File: src/multilevel_fcfs_sjf_scheduler_defines.svh
// Assertion macros used by the scheduler datapath.
`ifndef MULTILEVEL_FCFS_SJF_SCHEDULER_DEFINES_SVH
`define MULTILEVEL_FCFS_SJF_SCHEDULER_DEFINES_SVH
`ifndef SYNTHESIS
// Same-cycle implication, sampled on i_clk, off while i_rst_n is low
`define MFSS_ASSERT_IMP(lbl, pre, post) \
    lbl: assert property (@(posedge i_clk) disable iff (!i_rst_n) (pre) |-> (post)) \
        else $error("mfss assertion failed");
// Next-cycle implication, sampled on i_clk, off while i_rst_n is low
`define MFSS_ASSERT_NXT(lbl, pre, post) \
    lbl: assert property (@(posedge i_clk) disable iff (!i_rst_n) (pre) |=> (post)) \
        else $error("mfss assertion failed");
`else
`define MFSS_ASSERT_IMP(lbl, pre, post)
`define MFSS_ASSERT_NXT(lbl, pre, post)
`endif
`endif

File: src/mfss_pkg.sv
// Shared types, constants and codes of the multilevel scheduler.
`default_nettype none
package mfss_pkg;

    localparam int QUEUE_DEPTH = 16;
    localparam int IDX_BITS    = $clog2(QUEUE_DEPTH);
    localparam int CNT_BITS    = IDX_BITS + 1;
    localparam int TIME_BITS   = 24;
    localparam int ID_BITS     = 8;
    localparam int BURST_BITS  = 16;
    localparam int STATUS_BITS = 2;
    // completion sum keeps one carry bit above the clock
    localparam int SUM_BITS    = TIME_BITS + 1;

    typedef logic [TIME_BITS-1:0] t_time;

    typedef struct packed {
        logic [ID_BITS-1:0]    id;
        t_time                 arrival;
        logic [BURST_BITS-1:0] burst;
    } t_job;

    typedef enum logic [0:0] {
        OP_ENQ  = 1'b0,
        OP_DISP = 1'b1
    } t_op;

    typedef enum logic [0:0] {
        LVL_FIFO = 1'b0,
        LVL_SJF  = 1'b1
    } t_level;

    typedef enum logic [STATUS_BITS-1:0] {
        STS_ENQUEUED   = 2'd0,
        STS_DISPATCHED = 2'd1,
        STS_FULL       = 2'd2,
        STS_EMPTY      = 2'd3
    } t_status;

    typedef enum logic [2:0] {
        S_IDLE,
        S_SCAN,
        S_DRAIN,
        S_SUM,
        S_REPORT
    } t_state;

    // controller -> datapath
    typedef struct packed {
        logic enq;       // write the input job, report enqueued or full
        logic none;      // report nothing to dispatch
        logic scan_clr;  // start a shortest-burst search
        logic scan_rd;   // read next high-level slot
        logic fifo_rd;   // pop FIFO head
        logic sum;       // take chosen job, compute completion time
        logic report;    // finish timing math, present dispatch result
    } t_cmd;

    // datapath -> controller
    typedef struct packed {
        logic hi_empty;
        logic fifo_empty;
        logic scan_last;
    } t_stat;

endpackage
`default_nettype wire

File: src/multilevel_fcfs_sjf_scheduler.sv
// Top level of the two-level (shortest burst over FIFO) job scheduler.
`default_nettype none
// An item is taken on a rising edge with start high and busy low. Every item
// gives exactly one result, shown for one cycle with o_done high; the receiver
// cannot stall it, so it must take it in that cycle. An enqueue, or a dispatch
// with both levels empty, gives its result in the cycle after acceptance and busy
// stays low, so items may follow back to back. A dispatch from the FIFO level
// keeps busy high through the sum and report states, and its result is shown
// from the result registers after the report state. A dispatch from the
// shortest-burst level reads every one of the QUEUE_DEPTH slots through the
// store's single read port, one slot a cycle, keeping busy high through the scan,
// drain, sum and report states. The run clock and completion time saturate.
module multilevel_fcfs_sjf_scheduler (
    input  wire logic                               i_clk,
    input  wire logic                               i_rst_n,
    input  wire logic                               start,
    output logic                                    busy,
    input  wire logic                               i_operation,
    input  wire logic                               i_level,
    input  wire logic [mfss_pkg::ID_BITS-1:0]       i_job_id,
    input  wire logic [mfss_pkg::TIME_BITS-1:0]     i_arrival,
    input  wire logic [mfss_pkg::BURST_BITS-1:0]    i_burst,
    output logic                                    o_done,
    output logic [mfss_pkg::STATUS_BITS-1:0]        o_status,
    output logic [mfss_pkg::ID_BITS-1:0]            o_granted_id,
    output logic                                    o_granted_level,
    output logic [mfss_pkg::TIME_BITS-1:0]          o_start_time,
    output logic [mfss_pkg::TIME_BITS-1:0]          o_turnaround,
    output logic [mfss_pkg::TIME_BITS-1:0]          o_waiting
);

    mfss_pkg::t_cmd  cmd;
    mfss_pkg::t_stat stat;

    mfss_ctrl u_ctrl (
        .i_clk       (i_clk),
        .i_rst_n     (i_rst_n),
        .start       (start),
        .busy        (busy),
        .i_operation (i_operation),
        .i_stat      (stat),
        .o_cmd       (cmd)
    );

    mfss_dpath u_dpath (
        .i_clk           (i_clk),
        .i_rst_n         (i_rst_n),
        .i_cmd           (cmd),
        .o_stat          (stat),
        .i_level         (i_level),
        .i_job_id        (i_job_id),
        .i_arrival       (i_arrival),
        .i_burst         (i_burst),
        .o_done          (o_done),
        .o_status        (o_status),
        .o_granted_id    (o_granted_id),
        .o_granted_level (o_granted_level),
        .o_start_time    (o_start_time),
        .o_turnaround    (o_turnaround),
        .o_waiting       (o_waiting)
    );

endmodule
`default_nettype wire

File: src/mfss_ctrl.sv
// Controller state machine of the multilevel scheduler.
`default_nettype none
module mfss_ctrl (
    input  wire logic           i_clk,
    input  wire logic           i_rst_n,
    input  wire logic           start,
    output logic                busy,
    input  wire logic           i_operation,
    input  wire mfss_pkg::t_stat i_stat,
    output mfss_pkg::t_cmd      o_cmd
);

    mfss_pkg::t_state r_state;
    mfss_pkg::t_state n_state;

    // state register
    always_ff @(posedge i_clk) begin
        if (!i_rst_n) begin
            r_state <= mfss_pkg::S_IDLE;
        end else begin
            r_state <= n_state;
        end
    end

    // next state and commands
    always_comb begin
        n_state = r_state;
        o_cmd   = '0;
        unique case (r_state)
            mfss_pkg::S_IDLE: begin
                if (start) begin
                    priority if (i_operation == mfss_pkg::OP_ENQ) begin
                        o_cmd.enq = 1'b1;
                    end else if (!i_stat.hi_empty) begin
                        o_cmd.scan_clr = 1'b1;
                        n_state        = mfss_pkg::S_SCAN;
                    end else if (!i_stat.fifo_empty) begin
                        // head read lands in time for the sum step
                        o_cmd.fifo_rd = 1'b1;
                        n_state       = mfss_pkg::S_SUM;
                    end else begin
                        o_cmd.none = 1'b1;
                    end
                end
            end
            mfss_pkg::S_SCAN: begin
                o_cmd.scan_rd = 1'b1;
                if (i_stat.scan_last) begin
                    n_state = mfss_pkg::S_DRAIN;
                end
            end
            mfss_pkg::S_DRAIN: begin
                // last slot's compare happens here
                n_state = mfss_pkg::S_SUM;
            end
            mfss_pkg::S_SUM: begin
                o_cmd.sum = 1'b1;
                n_state   = mfss_pkg::S_REPORT;
            end
            mfss_pkg::S_REPORT: begin
                o_cmd.report = 1'b1;
                n_state      = mfss_pkg::S_IDLE;
            end
            default: begin
                n_state = mfss_pkg::S_IDLE;
            end
        endcase
    end

    assign busy = (r_state != mfss_pkg::S_IDLE);

endmodule
`default_nettype wire

File: src/mfss_dpath.sv
// Datapath of the multilevel scheduler: job stores, search, run clock, result registers.
`default_nettype none
`include "multilevel_fcfs_sjf_scheduler_defines.svh"
module mfss_dpath (
    input  wire logic                               i_clk,
    input  wire logic                               i_rst_n,
    input  wire mfss_pkg::t_cmd                     i_cmd,
    output mfss_pkg::t_stat                         o_stat,
    input  wire logic                               i_level,
    input  wire logic [mfss_pkg::ID_BITS-1:0]       i_job_id,
    input  wire logic [mfss_pkg::TIME_BITS-1:0]     i_arrival,
    input  wire logic [mfss_pkg::BURST_BITS-1:0]    i_burst,
    output logic                                    o_done,
    output logic [mfss_pkg::STATUS_BITS-1:0]        o_status,
    output logic [mfss_pkg::ID_BITS-1:0]            o_granted_id,
    output logic                                    o_granted_level,
    output logic [mfss_pkg::TIME_BITS-1:0]          o_start_time,
    output logic [mfss_pkg::TIME_BITS-1:0]          o_turnaround,
    output logic [mfss_pkg::TIME_BITS-1:0]          o_waiting
);

    localparam int DEPTH = mfss_pkg::QUEUE_DEPTH;
    localparam int IW    = mfss_pkg::IDX_BITS;
    localparam int CW    = mfss_pkg::CNT_BITS;
    localparam int TW    = mfss_pkg::TIME_BITS;

    mfss_pkg::t_job in_job;

    // high level: slot store plus per-slot valid and enqueue rank
    mfss_pkg::t_job  r_hi_mem [DEPTH];
    logic [IW-1:0]   r_hi_rank [DEPTH];
    logic [DEPTH-1:0] r_hi_vld;
    logic [CW-1:0]   r_hi_cnt;
    logic [IW-1:0]   free_idx;
    logic            hi_full;
    logic            hi_wr;
    logic            take;

    // search pipeline
    logic [IW-1:0]   r_scan_idx;
    mfss_pkg::t_job  r_hi_q;
    logic            r_q_vld;
    logic [IW-1:0]   r_q_rank;
    logic [IW-1:0]   r_q_idx;
    logic            r_cmp_pend;
    logic            better;
    mfss_pkg::t_job  r_best;
    logic            r_best_vld;
    logic [IW-1:0]   r_best_rank;
    logic [IW-1:0]   r_best_idx;
    logic            r_src_hi;

    // low level FIFO
    mfss_pkg::t_job  r_fifo_mem [DEPTH];
    mfss_pkg::t_job  r_fifo_q;
    logic [IW-1:0]   r_fifo_head;
    logic [IW-1:0]   r_fifo_tail;
    logic [CW-1:0]   r_fifo_cnt;
    logic            fifo_full;
    logic            fifo_wr;

    // timing
    mfss_pkg::t_time r_clock;
    mfss_pkg::t_time r_fin;
    mfss_pkg::t_time r_arr;
    logic [mfss_pkg::ID_BITS-1:0] r_gid;
    logic            r_glev;
    mfss_pkg::t_job  sel_job;
    logic [mfss_pkg::SUM_BITS-1:0] fin_sum;
    mfss_pkg::t_time turn_val;
    mfss_pkg::t_time wait_val;

    // result registers
    logic                               r_out_stb;
    logic [mfss_pkg::STATUS_BITS-1:0]   r_status;
    logic [mfss_pkg::ID_BITS-1:0]       r_out_id;
    logic                               r_out_lev;
    mfss_pkg::t_time                    r_out_start;
    mfss_pkg::t_time                    r_out_turn;
    mfss_pkg::t_time                    r_out_wait;

    always_comb begin
        in_job.id      = i_job_id;
        in_job.arrival = i_arrival;
        in_job.burst   = i_burst;
    end

    assign hi_full   = (r_hi_cnt == CW'(DEPTH));
    assign fifo_full = (r_fifo_cnt == CW'(DEPTH));
    assign hi_wr     = i_cmd.enq && (i_level == mfss_pkg::LVL_SJF) && !hi_full;
    assign fifo_wr   = i_cmd.enq && (i_level == mfss_pkg::LVL_FIFO) && !fifo_full;
    assign take      = i_cmd.sum && r_src_hi;

    assign o_stat.hi_empty   = (r_hi_cnt == '0);
    assign o_stat.fifo_empty = (r_fifo_cnt == '0);
    assign o_stat.scan_last  = (r_scan_idx == IW'(DEPTH - 1));

    // lowest free high-level slot
    always_comb begin
        free_idx = '0;
        for (int k = DEPTH - 1; k >= 0; k--) begin
            if (!r_hi_vld[k]) begin
                free_idx = IW'(k);
            end
        end
    end

    // high-level store: one write port, one registered read port
    always_ff @(posedge i_clk) begin
        if (hi_wr) begin
            r_hi_mem[free_idx] <= in_job;
        end
        if (i_cmd.scan_rd) begin
            r_hi_q <= r_hi_mem[r_scan_idx];
        end
    end

    // slot side info is registered alongside the read data
    always_ff @(posedge i_clk) begin
        if (i_cmd.scan_rd) begin
            r_q_vld  <= r_hi_vld[r_scan_idx];
            r_q_rank <= r_hi_rank[r_scan_idx];
            r_q_idx  <= r_scan_idx;
        end
    end

    // occupancy of the high level
    always_ff @(posedge i_clk) begin
        if (!i_rst_n) begin
            r_hi_vld <= '0;
            r_hi_cnt <= '0;
        end else if (hi_wr) begin
            r_hi_vld[free_idx] <= 1'b1;
            r_hi_cnt           <= r_hi_cnt + CW'(1);
        end else if (take) begin
            r_hi_vld[r_best_idx] <= 1'b0;
            r_hi_cnt             <= r_hi_cnt - CW'(1);
        end
    end

    // enqueue rank: new job goes last, later jobs close the gap on removal
    always_ff @(posedge i_clk) begin
        for (int k = 0; k < DEPTH; k++) begin
            if (hi_wr && (free_idx == IW'(k))) begin
                r_hi_rank[k] <= r_hi_cnt[IW-1:0];
            end else if (take && r_hi_vld[k] && (r_hi_rank[k] > r_best_rank)) begin
                r_hi_rank[k] <= r_hi_rank[k] - IW'(1);
            end
        end
    end

    // search control
    always_ff @(posedge i_clk) begin
        if (!i_rst_n) begin
            r_scan_idx <= '0;
            r_cmp_pend <= 1'b0;
            r_best_vld <= 1'b0;
            r_src_hi   <= 1'b0;
        end else begin
            r_cmp_pend <= i_cmd.scan_rd;
            if (i_cmd.scan_clr) begin
                r_scan_idx <= '0;
                r_best_vld <= 1'b0;
                r_src_hi   <= 1'b1;
            end else begin
                if (i_cmd.scan_rd) begin
                    r_scan_idx <= r_scan_idx + IW'(1);
                end
                if (r_cmp_pend && better) begin
                    r_best_vld <= 1'b1;
                end
            end
            if (i_cmd.fifo_rd) begin
                r_src_hi <= 1'b0;
            end
        end
    end

    // smaller burst wins, equal bursts go to the earlier enqueue
    assign better = r_q_vld && (!r_best_vld || (r_hi_q.burst < r_best.burst) ||
                    ((r_hi_q.burst == r_best.burst) && (r_q_rank < r_best_rank)));

    always_ff @(posedge i_clk) begin
        if (r_cmp_pend && better) begin
            r_best      <= r_hi_q;
            r_best_rank <= r_q_rank;
            r_best_idx  <= r_q_idx;
        end
    end

    // FIFO store
    always_ff @(posedge i_clk) begin
        if (fifo_wr) begin
            r_fifo_mem[r_fifo_tail] <= in_job;
        end
        if (i_cmd.fifo_rd) begin
            r_fifo_q <= r_fifo_mem[r_fifo_head];
        end
    end

    always_ff @(posedge i_clk) begin
        if (!i_rst_n) begin
            r_fifo_head <= '0;
            r_fifo_tail <= '0;
            r_fifo_cnt  <= '0;
        end else if (fifo_wr) begin
            r_fifo_tail <= r_fifo_tail + IW'(1);
            r_fifo_cnt  <= r_fifo_cnt + CW'(1);
        end else if (i_cmd.fifo_rd) begin
            r_fifo_head <= r_fifo_head + IW'(1);
            r_fifo_cnt  <= r_fifo_cnt - CW'(1);
        end
    end

    // completion time, saturating at the clock's maximum
    assign sel_job = r_src_hi ? r_best : r_fifo_q;
    assign fin_sum = {1'b0, r_clock} + mfss_pkg::SUM_BITS'(sel_job.burst);

    always_ff @(posedge i_clk) begin
        if (i_cmd.sum) begin
            r_fin  <= fin_sum[TW] ? '1 : fin_sum[TW-1:0];
            r_arr  <= sel_job.arrival;
            r_gid  <= sel_job.id;
            r_glev <= r_src_hi;
        end
    end

    // differences clamp to zero for jobs that have not arrived yet
    assign turn_val = (r_fin > r_arr) ? (r_fin - r_arr) : '0;
    assign wait_val = (r_clock > r_arr) ? (r_clock - r_arr) : '0;

    always_ff @(posedge i_clk) begin
        if (!i_rst_n) begin
            r_clock <= '0;
        end else if (i_cmd.report) begin
            r_clock <= r_fin;
        end
    end

    // result strobe
    always_ff @(posedge i_clk) begin
        if (!i_rst_n) begin
            r_out_stb <= 1'b0;
        end else begin
            r_out_stb <= i_cmd.enq || i_cmd.none || i_cmd.report;
        end
    end

    // result payload; fields without meaning read zero
    always_ff @(posedge i_clk) begin
        if (i_cmd.enq || i_cmd.none) begin
            r_out_id    <= '0;
            r_out_lev   <= 1'b0;
            r_out_start <= '0;
            r_out_turn  <= '0;
            r_out_wait  <= '0;
        end
        priority if (i_cmd.enq) begin
            r_status <= ((i_level == mfss_pkg::LVL_SJF) ? hi_full : fifo_full)
                      ? mfss_pkg::STS_FULL : mfss_pkg::STS_ENQUEUED;
        end else if (i_cmd.none) begin
            r_status <= mfss_pkg::STS_EMPTY;
        end else if (i_cmd.report) begin
            r_status    <= mfss_pkg::STS_DISPATCHED;
            r_out_id    <= r_gid;
            r_out_lev   <= r_glev;
            r_out_start <= r_clock;
            r_out_turn  <= turn_val;
            r_out_wait  <= wait_val;
        end else begin
            r_status <= r_status;
        end
    end

    assign o_done          = r_out_stb;
    assign o_status        = r_status;
    assign o_granted_id    = r_out_id;
    assign o_granted_level = r_out_lev;
    assign o_start_time    = r_out_start;
    assign o_turnaround    = r_out_turn;
    assign o_waiting       = r_out_wait;

    // high-level count tracks its valid bits
    `MFSS_ASSERT_IMP(a_hi_cnt_vld, 1'b1, $countones(r_hi_vld) == 32'(r_hi_cnt))
    // FIFO pointers and fill count agree
    `MFSS_ASSERT_IMP(a_fifo_ptrs, 1'b1, (r_fifo_tail - r_fifo_head) == r_fifo_cnt[IW-1:0])
    // a finished high-level search always found a job
    `MFSS_ASSERT_IMP(a_best_found, take, r_best_vld)
    // the report step always shows a dispatched item next cycle
    `MFSS_ASSERT_NXT(a_report_out, i_cmd.report,
        r_out_stb && (r_status == mfss_pkg::STS_DISPATCHED))

endmodule
`default_nettype wire
File: config.mk
export PLATFORM = sky130hd
export DESIGN_NAME = multilevel_fcfs_sjf_scheduler
export DESIGN_NICKNAME = d
export VERILOG_FILES = /design/src/mfss_pkg.sv /design/src/multilevel_fcfs_sjf_scheduler.sv /design/src/mfss_ctrl.sv /design/src/mfss_dpath.sv
export VERILOG_INCLUDE_DIRS = /design/src /design/src/src
export SDC_FILE = /design/constraint.sdc
export NUM_CORES = 2
export LEC_CHECK = 0
export BUFFER_PORTS_ARGS = -buffer_cell sky130_fd_sc_hd__buf_2
export CORE_AREA = 5 5 386 388
export DETAILED_ROUTE_END_ITERATION = 8
export DIE_AREA = 0 0 391 393
export GPL_TIMING_DRIVEN = 0
export PLACE_DENSITY = 0.76
export SLEW_MARGIN = 40
export SYNTH_ARGS = -nofsm -noshare
export SYNTH_HDL_FRONTEND = slang
export SYNTH_HIERARCHICAL = 1
export SYNTH_SLANG_ARGS = --single-unit
File: constraint.sdc
create_clock -name i_clk -period 11.6 [get_ports i_clk]
set_clock_uncertainty 0.2 [all_clocks]
set_input_delay 1.16 -clock i_clk [delete_from_list [all_inputs] [get_ports i_clk]]
set_output_delay 1.16 -clock i_clk [all_outputs]
set_load 0.02 [all_outputs]
; ---- After elaboration in Yosys (flattened, before gate mapping)
; Memories as Yosys holds them, arrays and structs flattened. A register that Yosys moved wholly into a read port is not among the register bits.
; Cells that the tools add are included.
; Widths: inputs -> output; s select.
[word_totals]
reg_bits = 270
ram_bits = 1600
memories = 3
[classes]
n_addsub = 26
order_cmp = 25
n_eq_ne = 27
mux = 177
bitwise = 22
reduce_logical = 77
[mem_list]
columns = memory, words, word_bits, rd, rd_clocked_by_memory_dff, wr, line
row1 = u_dpath.r_fifo_mem, 16, 48, 1, 1, 1, mfss_dpath.sv:54  ; mfss_pkg::t_job r_fifo_mem [DEPTH];
row2 = u_dpath.r_hi_mem, 16, 48, 1, 1, 1, mfss_dpath.sv:30  ; mfss_pkg::t_job r_hi_mem [DEPTH];
row3 = u_dpath.r_hi_rank, 16, 4, 17, 1, 16, mfss_dpath.sv:31  ; logic [IW-1:0] r_hi_rank [DEPTH];
[ops]
columns = cell, n
row1 = $mux 24, 14
row2 = $mux 4, 32
row3 = $mux 1, 104
row4 = $gt 4x4->1, 16
row5 = $sub 4x1->4 const B, 16
row6 = $logic_and 1x1->1, 58
row7 = $gt 24x24->1, 2
row8 = $mux 48, 1
row9 = $sub 24x24->24, 2
row10 = $eq 4x4->1 const B, 9
row11 = $mux 16, 2
row12 = $mux 8, 4
row13 = $add 24x16->25, 1
row14 = $mux 3, 7
row15 = $mux 5, 4
row16 = $and 16x16->16, 1
row17 = $eq 16x16->1, 1
row18 = $eq 4x3->1 const B, 4
row19 = $lt 16x16->1, 1
row20 = $not 16->16, 1
row21 = $or 1x1->1, 16
row22 = $or 16x16->16, 1
row23 = $lt 4x5->1 const B, 3
row24 = $add 4x1->4 const B, 3
row25 = 27 further kinds, 51

; ---- Longest topological paths before layout
[logic_depth]
depth_word = 22
depth_mapped = 16

; ---- Modules after synthesis
; The synthesis kept the hierarchy.
[modules_own_cells]
columns = mod, instances, cells_per_inst, area_each_um2
row1 = mfss_dpath, 1, 4007, 79193.5
row2 = mfss_ctrl, 1, 26, 200.2

; ---- Worst setup path after synthesis
; No wires, ideal clock.
[synth_timing]
path_type = in2reg
startpoint = input i_operation
endpoint = register u_dpath.r_fifo_cnt[3]
arrival_ps = 6193
required_ps = 11272
slack_ps = 5080
stages = 6
n_path_buf = 0
path_cell_list = and3b_2 nand2_1 nor3b_1 nor2_1 a21oi_1 nor2_1
[synth_rtl]
columns = element, line
row1 = from (decl), multilevel_fcfs_sjf_scheduler.sv:18  ; input wire logic i_operation,
row2 = to (signal assigned), mfss_dpath.sv:208  ; r_fifo_cnt <= r_fifo_cnt + CW'(1);
row3 = to (signal assigned), mfss_dpath.sv:211  ; r_fifo_cnt <= r_fifo_cnt - CW'(1);
row4 = to (decl), mfss_dpath.sv:58  ; logic [CW-1:0] r_fifo_cnt;

; ---- Worst setup path after layout
[layout_timing]
startpoint = register u_dpath.r_src_hi
endpoint = register u_dpath.r_fin[10], data pin
[layout_between]
elab_chain_len = 2
[layout_lines]
columns = element, line
row1 = from (decl), mfss_dpath.sv:51  ; logic r_src_hi;
row2 = from (signal assigned), mfss_dpath.sv:158  ; r_src_hi <= 1'b0;
row3 = from (signal assigned), mfss_dpath.sv:164  ; r_src_hi <= 1'b1;
row4 = from (signal assigned), mfss_dpath.sv:174  ; r_src_hi <= 1'b0;
row5 = $mux 48, mfss_dpath.sv:216  ; assign sel_job = r_src_hi ? r_best : r_fifo_q;
row6 = $add 24x16->25, mfss_dpath.sv:217  ; assign fin_sum = {1'b0, r_clock} + mfss_pkg::SUM_BITS'(sel_job.burst);
row7 = to (signal assigned), mfss_dpath.sv:221  ; r_fin <= fin_sum[TW] ? '1 : fin_sum[TW-1:0];
row8 = to (decl), mfss_dpath.sv:64  ; mfss_pkg::t_time r_fin;
; Every way passes these cells.
; A chain may end at the register's enable or synchronous reset.

==> impl_results.html <==
<table>
<tr><th>Metric</th><th>Value</th></tr>
<tr><th colspan="2">Status</th></tr>
<tr><td>Status</td><td>complete, but fails checks</td></tr>
<tr><td>Failing checks</td><td>DRC</td></tr>
<tr><th colspan="2">STA</th></tr>
<tr><td>Setup TNS</td><td>0 ps</td></tr>
<tr><td>RSZ-0062 raised after global routing</td><td>no</td></tr>
<tr><td>Post-route clock period utilization</td><td>51.0%</td></tr>
<tr><td>Headroom to the max-slew limit</td><td>34.3%</td></tr>
<tr><td>Number of pins with negative max-slew slack in the final report</td><td>0</td></tr>
<tr><td>Post-Route Hold Slack</td><td>216 ps</td></tr>
<tr><td>Fin worst setup slack</td><td>5690 ps</td></tr>
<tr><td>Actual slew at the worst max-slew pin</td><td>986 ps</td></tr>
<tr><td>Number of hold violations in the final report</td><td>0</td></tr>
<tr><td>Max Fclk</td><td>~170 MHz</td></tr>
<tr><td>Setup-violating endpoint count in the final report</td><td>0</td></tr>
<tr><td>Final worst path period need</td><td>approximately 5900 ps</td></tr>
<tr><th colspan="2">Placement</th></tr>
<tr><td>Port buffer count</td><td>137</td></tr>
<tr><td>Post-Place Cells</td><td>around 6,200</td></tr>
<tr><td>Post-detail-place hpwl</td><td>137,000 um</td></tr>
<tr><td>Global placer's final weighted congestion</td><td>0.859</td></tr>
<tr><td>DP Worst Slack</td><td>5770 ps</td></tr>
<tr><th colspan="2">Critical path</th></tr>
<tr><td>Max FO, Critical Path</td><td>10</td></tr>
<tr><td>CP startpoint kind</td><td>register</td></tr>
<tr><td>Critical Path Source</td><td>u_dpath/r_src_hi</td></tr>
<tr><td>Worst Path Class, Setup</td><td>register to register</td></tr>
<tr><td>Reg-to-reg critical path startpoint</td><td>u_dpath/r_src_hi</td></tr>
<tr><td>Required time of the critical path</td><td>11,950 ps</td></tr>
<tr><td>Slack of the worst reg-to-reg path</td><td>around 5700 ps</td></tr>
<tr><td>Critical path arrival</td><td>6260 ps</td></tr>
<tr><td>Endpoint kind of the worst setup timing path</td><td>register</td></tr>
<tr><th colspan="2">Global route</th></tr>
<tr><td>Overflow left after global routing</td><td>0</td></tr>
<tr><td>Number of global-route vias before repair</td><td>roughly 45,000</td></tr>
<tr><td>Wire length of the first global-routing pass</td><td>around 320,000 um</td></tr>
<tr><td>Combined global-route utilization of all metal layers</td><td>29.0%</td></tr>
<tr><td>Antenna violations before repair</td><td>18</td></tr>
<tr><td>Pin count of the biggest net entering global routing</td><td>33</td></tr>
<tr><th colspan="2">Cells and area</th></tr>
<tr><td>Signed area change from the synthesized netlist to the final layout</td><td>14.9%</td></tr>
<tr><td>Fraction of final layout cells sized beyond drive strength 1</td><td>between 20% and 30%</td></tr>
<tr><td>Top library cells by usage in the layout, fill and taps aside</td><td>edfxtp_1 (1,820), mux4_2 (505), clkbuf_16 (190)</td></tr>
<tr><td>Number of nets in the finished design</td><td>4,738</td></tr>
<tr><td>Number of non-filler instances in the completed layout</td><td>roughly 6,600</td></tr>
<tr><td>Fill cell total of the finished layout</td><td>9,350</td></tr>
<tr><td>Most frequent standard cell in the layout excluding fill and tap cells</td><td>edfxtp_1</td></tr>
<tr><th colspan="2">Synthesis</th></tr>
<tr><td>Ys flop type</td><td>edfxtp_1</td></tr>
<tr><td>Cell area after synthesis</td><td>0.0794 mm^2</td></tr>
<tr><td>Syn Nets</td><td>4,266</td></tr>
<tr><td>Cell count after synthesis</td><td>4,033</td></tr>
<tr><td>Avg Inst Size Synth</td><td>19.7 um^2</td></tr>
<tr><td>Count of synthesis-stage warnings from yosys</td><td>6</td></tr>
<tr><td>Count of flip-flops with a built-in enable after synthesis</td><td>1,820</td></tr>
<tr><td>Share of flip-flops with an asynchronous set or reset after synthesis</td><td>0%</td></tr>
<tr><td>Netlist cell types</td><td>67</td></tr>
<tr><td>Flop and latch count out of synthesis</td><td>approximately 2,000</td></tr>
<tr><td>Portion of the post-synthesis area used by sequential elements</td><td>72.6%</td></tr>
<tr><th colspan="2">Power</th></tr>
<tr><td>Internal Dissipation</td><td>12.3 mW</td></tr>
<tr><td>Clock power share</td><td>37.8%</td></tr>
<tr><td>Net switching power</td><td>4.00 mW</td></tr>
<tr><td>Sequential group share of total power</td><td>roughly half</td></tr>
<tr><td>Switching power as a share of total power</td><td>24.5%</td></tr>
<tr><td>Post-layout power</td><td>16.3 mW</td></tr>
<tr><td>Leakage power summed over all cells</td><td>30.0 nW</td></tr>
<tr><td>Portion of total power attributed to combinational logic</td><td>12.8%</td></tr>
<tr><td>Pwr dens</td><td>179 mW/mm^2</td></tr>
<tr><td>Worst voltage drop across the vdd grid</td><td>166 uV</td></tr>
<tr><th colspan="2">Route</th></tr>
<tr><td>Via-to-Cell Ratio</td><td>6.59</td></tr>
<tr><td>Routed length per placed instance</td><td>~33 um</td></tr>
<tr><td>Final wirelength</td><td>221,000 um</td></tr>
<tr><td>Number of iterations in the first detailed-routing pass</td><td>8</td></tr>
<tr><td>Iter 0 DRT Violations</td><td>5,859</td></tr>
<tr><td>DRT antenna net count</td><td>0</td></tr>
<tr><td>Vias after detailed routing</td><td>43,500</td></tr>
<tr><td>Number of remaining DRC errors</td><td>2</td></tr>
<tr><th colspan="2">Clocking</th></tr>
<tr><td>Clock net sink count</td><td>1,970</td></tr>
<tr><td>Number of buffers created by CTS</td><td>between 150 and 200</td></tr>
<tr><td>Root Buffer</td><td>clkbuf_16</td></tr>
<tr><td>Buffer depth of the longest clock path</td><td>3</td></tr>
<tr><td>Clock latency on the worst-skew pair</td><td>830 ps</td></tr>
<tr><td>Setup fix buffers added after clock tree synthesis</td><td>0</td></tr>
<tr><td>Register clock-pin slew on the reported worst setup and hold paths</td><td>~60 ps</td></tr>
<tr><td>H-Tree Level Count</td><td>4</td></tr>
<tr><td>Number of hold buffers added after cts</td><td>0</td></tr>
<tr><td>Post-CTS resize count</td><td>0</td></tr>
<tr><td>Clock tree from TritonCTS</td><td>yes</td></tr>
<tr><th colspan="2">Floorplan</th></tr>
<tr><td>Vertical extent of the die</td><td>just under 400 um</td></tr>
<tr><td>X dimension of the die</td><td>around 400 um</td></tr>
<tr><td>Number of top-level pins</td><td>roughly 140</td></tr>
<tr><td>Area of the die</td><td>0.154 mm^2</td></tr>
<tr><td>Core footprint</td><td>0.145 mm^2</td></tr>
<tr><td>Number of standard-cell rows in the floorplan</td><td>140</td></tr>
<tr><td>Starting density of the core</td><td>54.7%</td></tr>
<tr><th colspan="2">Worst hold path</th></tr>
<tr><td>Worst Hold Class</td><td>register to register</td></tr>
<tr><td>Startpoint of the lowest-slack hold path</td><td>u_dpath/r_hi_q[21]</td></tr>
<tr><th colspan="2">Job</th></tr>
<tr><td>Total of max-cap violations</td><td>0</td></tr>
</table>
-- flip-flops by register name, summed over array words and instances, names as in the netlist, 24 cells and up --
signal and flops:
u_dpath/o_waiting 24, u_dpath/r_arr 24, u_dpath/r_hi_mem 768, u_dpath/r_hi_q 48, u_dpath/r_fifo_mem 768, u_dpath/o_start_time 24
u_dpath/r_fifo_q 48, u_dpath/r_fin 24, u_dpath/r_hi_rank 64, u_dpath/r_clock 24, u_dpath/o_turnaround 24, u_dpath/r_best 48
-- cells in the mapped netlist, types with 33 or more instances --
cell type	instances	area (um^2)
xnor2_1	73	639
mux2_2	54	608
inv_1	121	454
nor2_1	143	537
xor2_1	33	289
mux2i_1	62	621
edfxtp_1	1820	54700
a21o_1	34	255
mux4_2	505	11400
buf_1	44	165
nor3_1	34	170
clkbuf_1	122	458
a22o_1	46	403
dfxtp_1	150	3000
nand2_1	142	533
ha_1	175	2190
o21ai_0	114	571
a21oi_1	82	410
o21a_1	38	285
-- final timing paths --
check | to | cells after the start
worst max register to register | u_dpath/r_fin[10] | 16
worst min-delay path | u_dpath/r_best[21] | 0
worst max-delay path | u_dpath/r_fin[10] | 16
worst min register to register | u_dpath/r_best[21] | 0
-- power groups by stage --
stage | sequential, mW | clock, mW | combinational, mW
floorplan | 8.20 | 0 | 1.32
global placement | 8.25 | 0 | 1.90
detailed placement | 8.22 | 0 | 2.02
CTS | 8.08 | 6.23 | 2.09
global route | 8.08 | 6.56 | 2.21
finish | 8.08 | 6.17 | 2.09
-- critical path, stage by stage, from the launching register on --
cell and delay [ps]:
dfxtp_1 660, buf_2 510, clkbuf_2 520, mux2_2 420
ha_1 210, inv_1 80, fa_1 190, nor2b_1 60
o21a_1 180, o21ai_0 410, a211o_1 260, a21oi_1 100
o31a_1 400, o21bai_1 300, clkbuf_1 470, clkbuf_1 540
nand2_1 100
-- cell type report --
| type | count | area, um^2 | share of cell area (%) |
|---|---|---|---|
| Antenna cell | 12 | 30.0 | 0.0329 |
| Tap cell | 1917 | 2400 | 2.63 |
| Multi-Input combinational cell | 1773 | 20800 | 22.8 |
| Timing Repair Buffer | 282 | 2890 | 3.17 |
| Clock inverter | 119 | 1190 | 1.30 |
| Sequential cell | 1970 | 57700 | 63.2 |
| Clock buffer | 230 | 4970 | 5.45 |
| Buffer | 168 | 767 | 0.841 |
| Inverter | 122 | 518 | 0.568 |
-- cells by family after synthesis --
family,count (synthesis),synth area share [%]
AO/OA/AOI/OAI,389,3.25
multiplexers,621,15.9
XOR/XNOR,106,1.17
AND/OR/NAND/NOR,477,2.81
flip-flops,1970,72.6
buffers and inverters,290,1.39
adder cells (fa/ha/maj),180,2.88
-- per-layer routing --
| metal | vias up | global-route usage, % | wire length, um |
|---|---|---|---|
| li1 | 17400 | - | - |
| met5 | - | 0 | 57 |
| met4 | 8 | 11.9 | 9910 |
| met1 | 22400 | 37.4 | 77400 |
| met2 | 3123 | 48.2 | 109000 |
| met3 | 554 | 6.69 | 24000 |
-- stage by stage --
stage / instance area (um^2) / util (%)
2_1_floorplan: 79400 / -
3_3_place_gp: 82500 / 56.9
3_5_place_dp: 85000 / 58.6
4_1_cts: 91200 / 62.9
5_1_grt: 91200 / 62.9
6_report: 91200 / 62.9
Note: power is estimated with default switching activity, not from simulation.
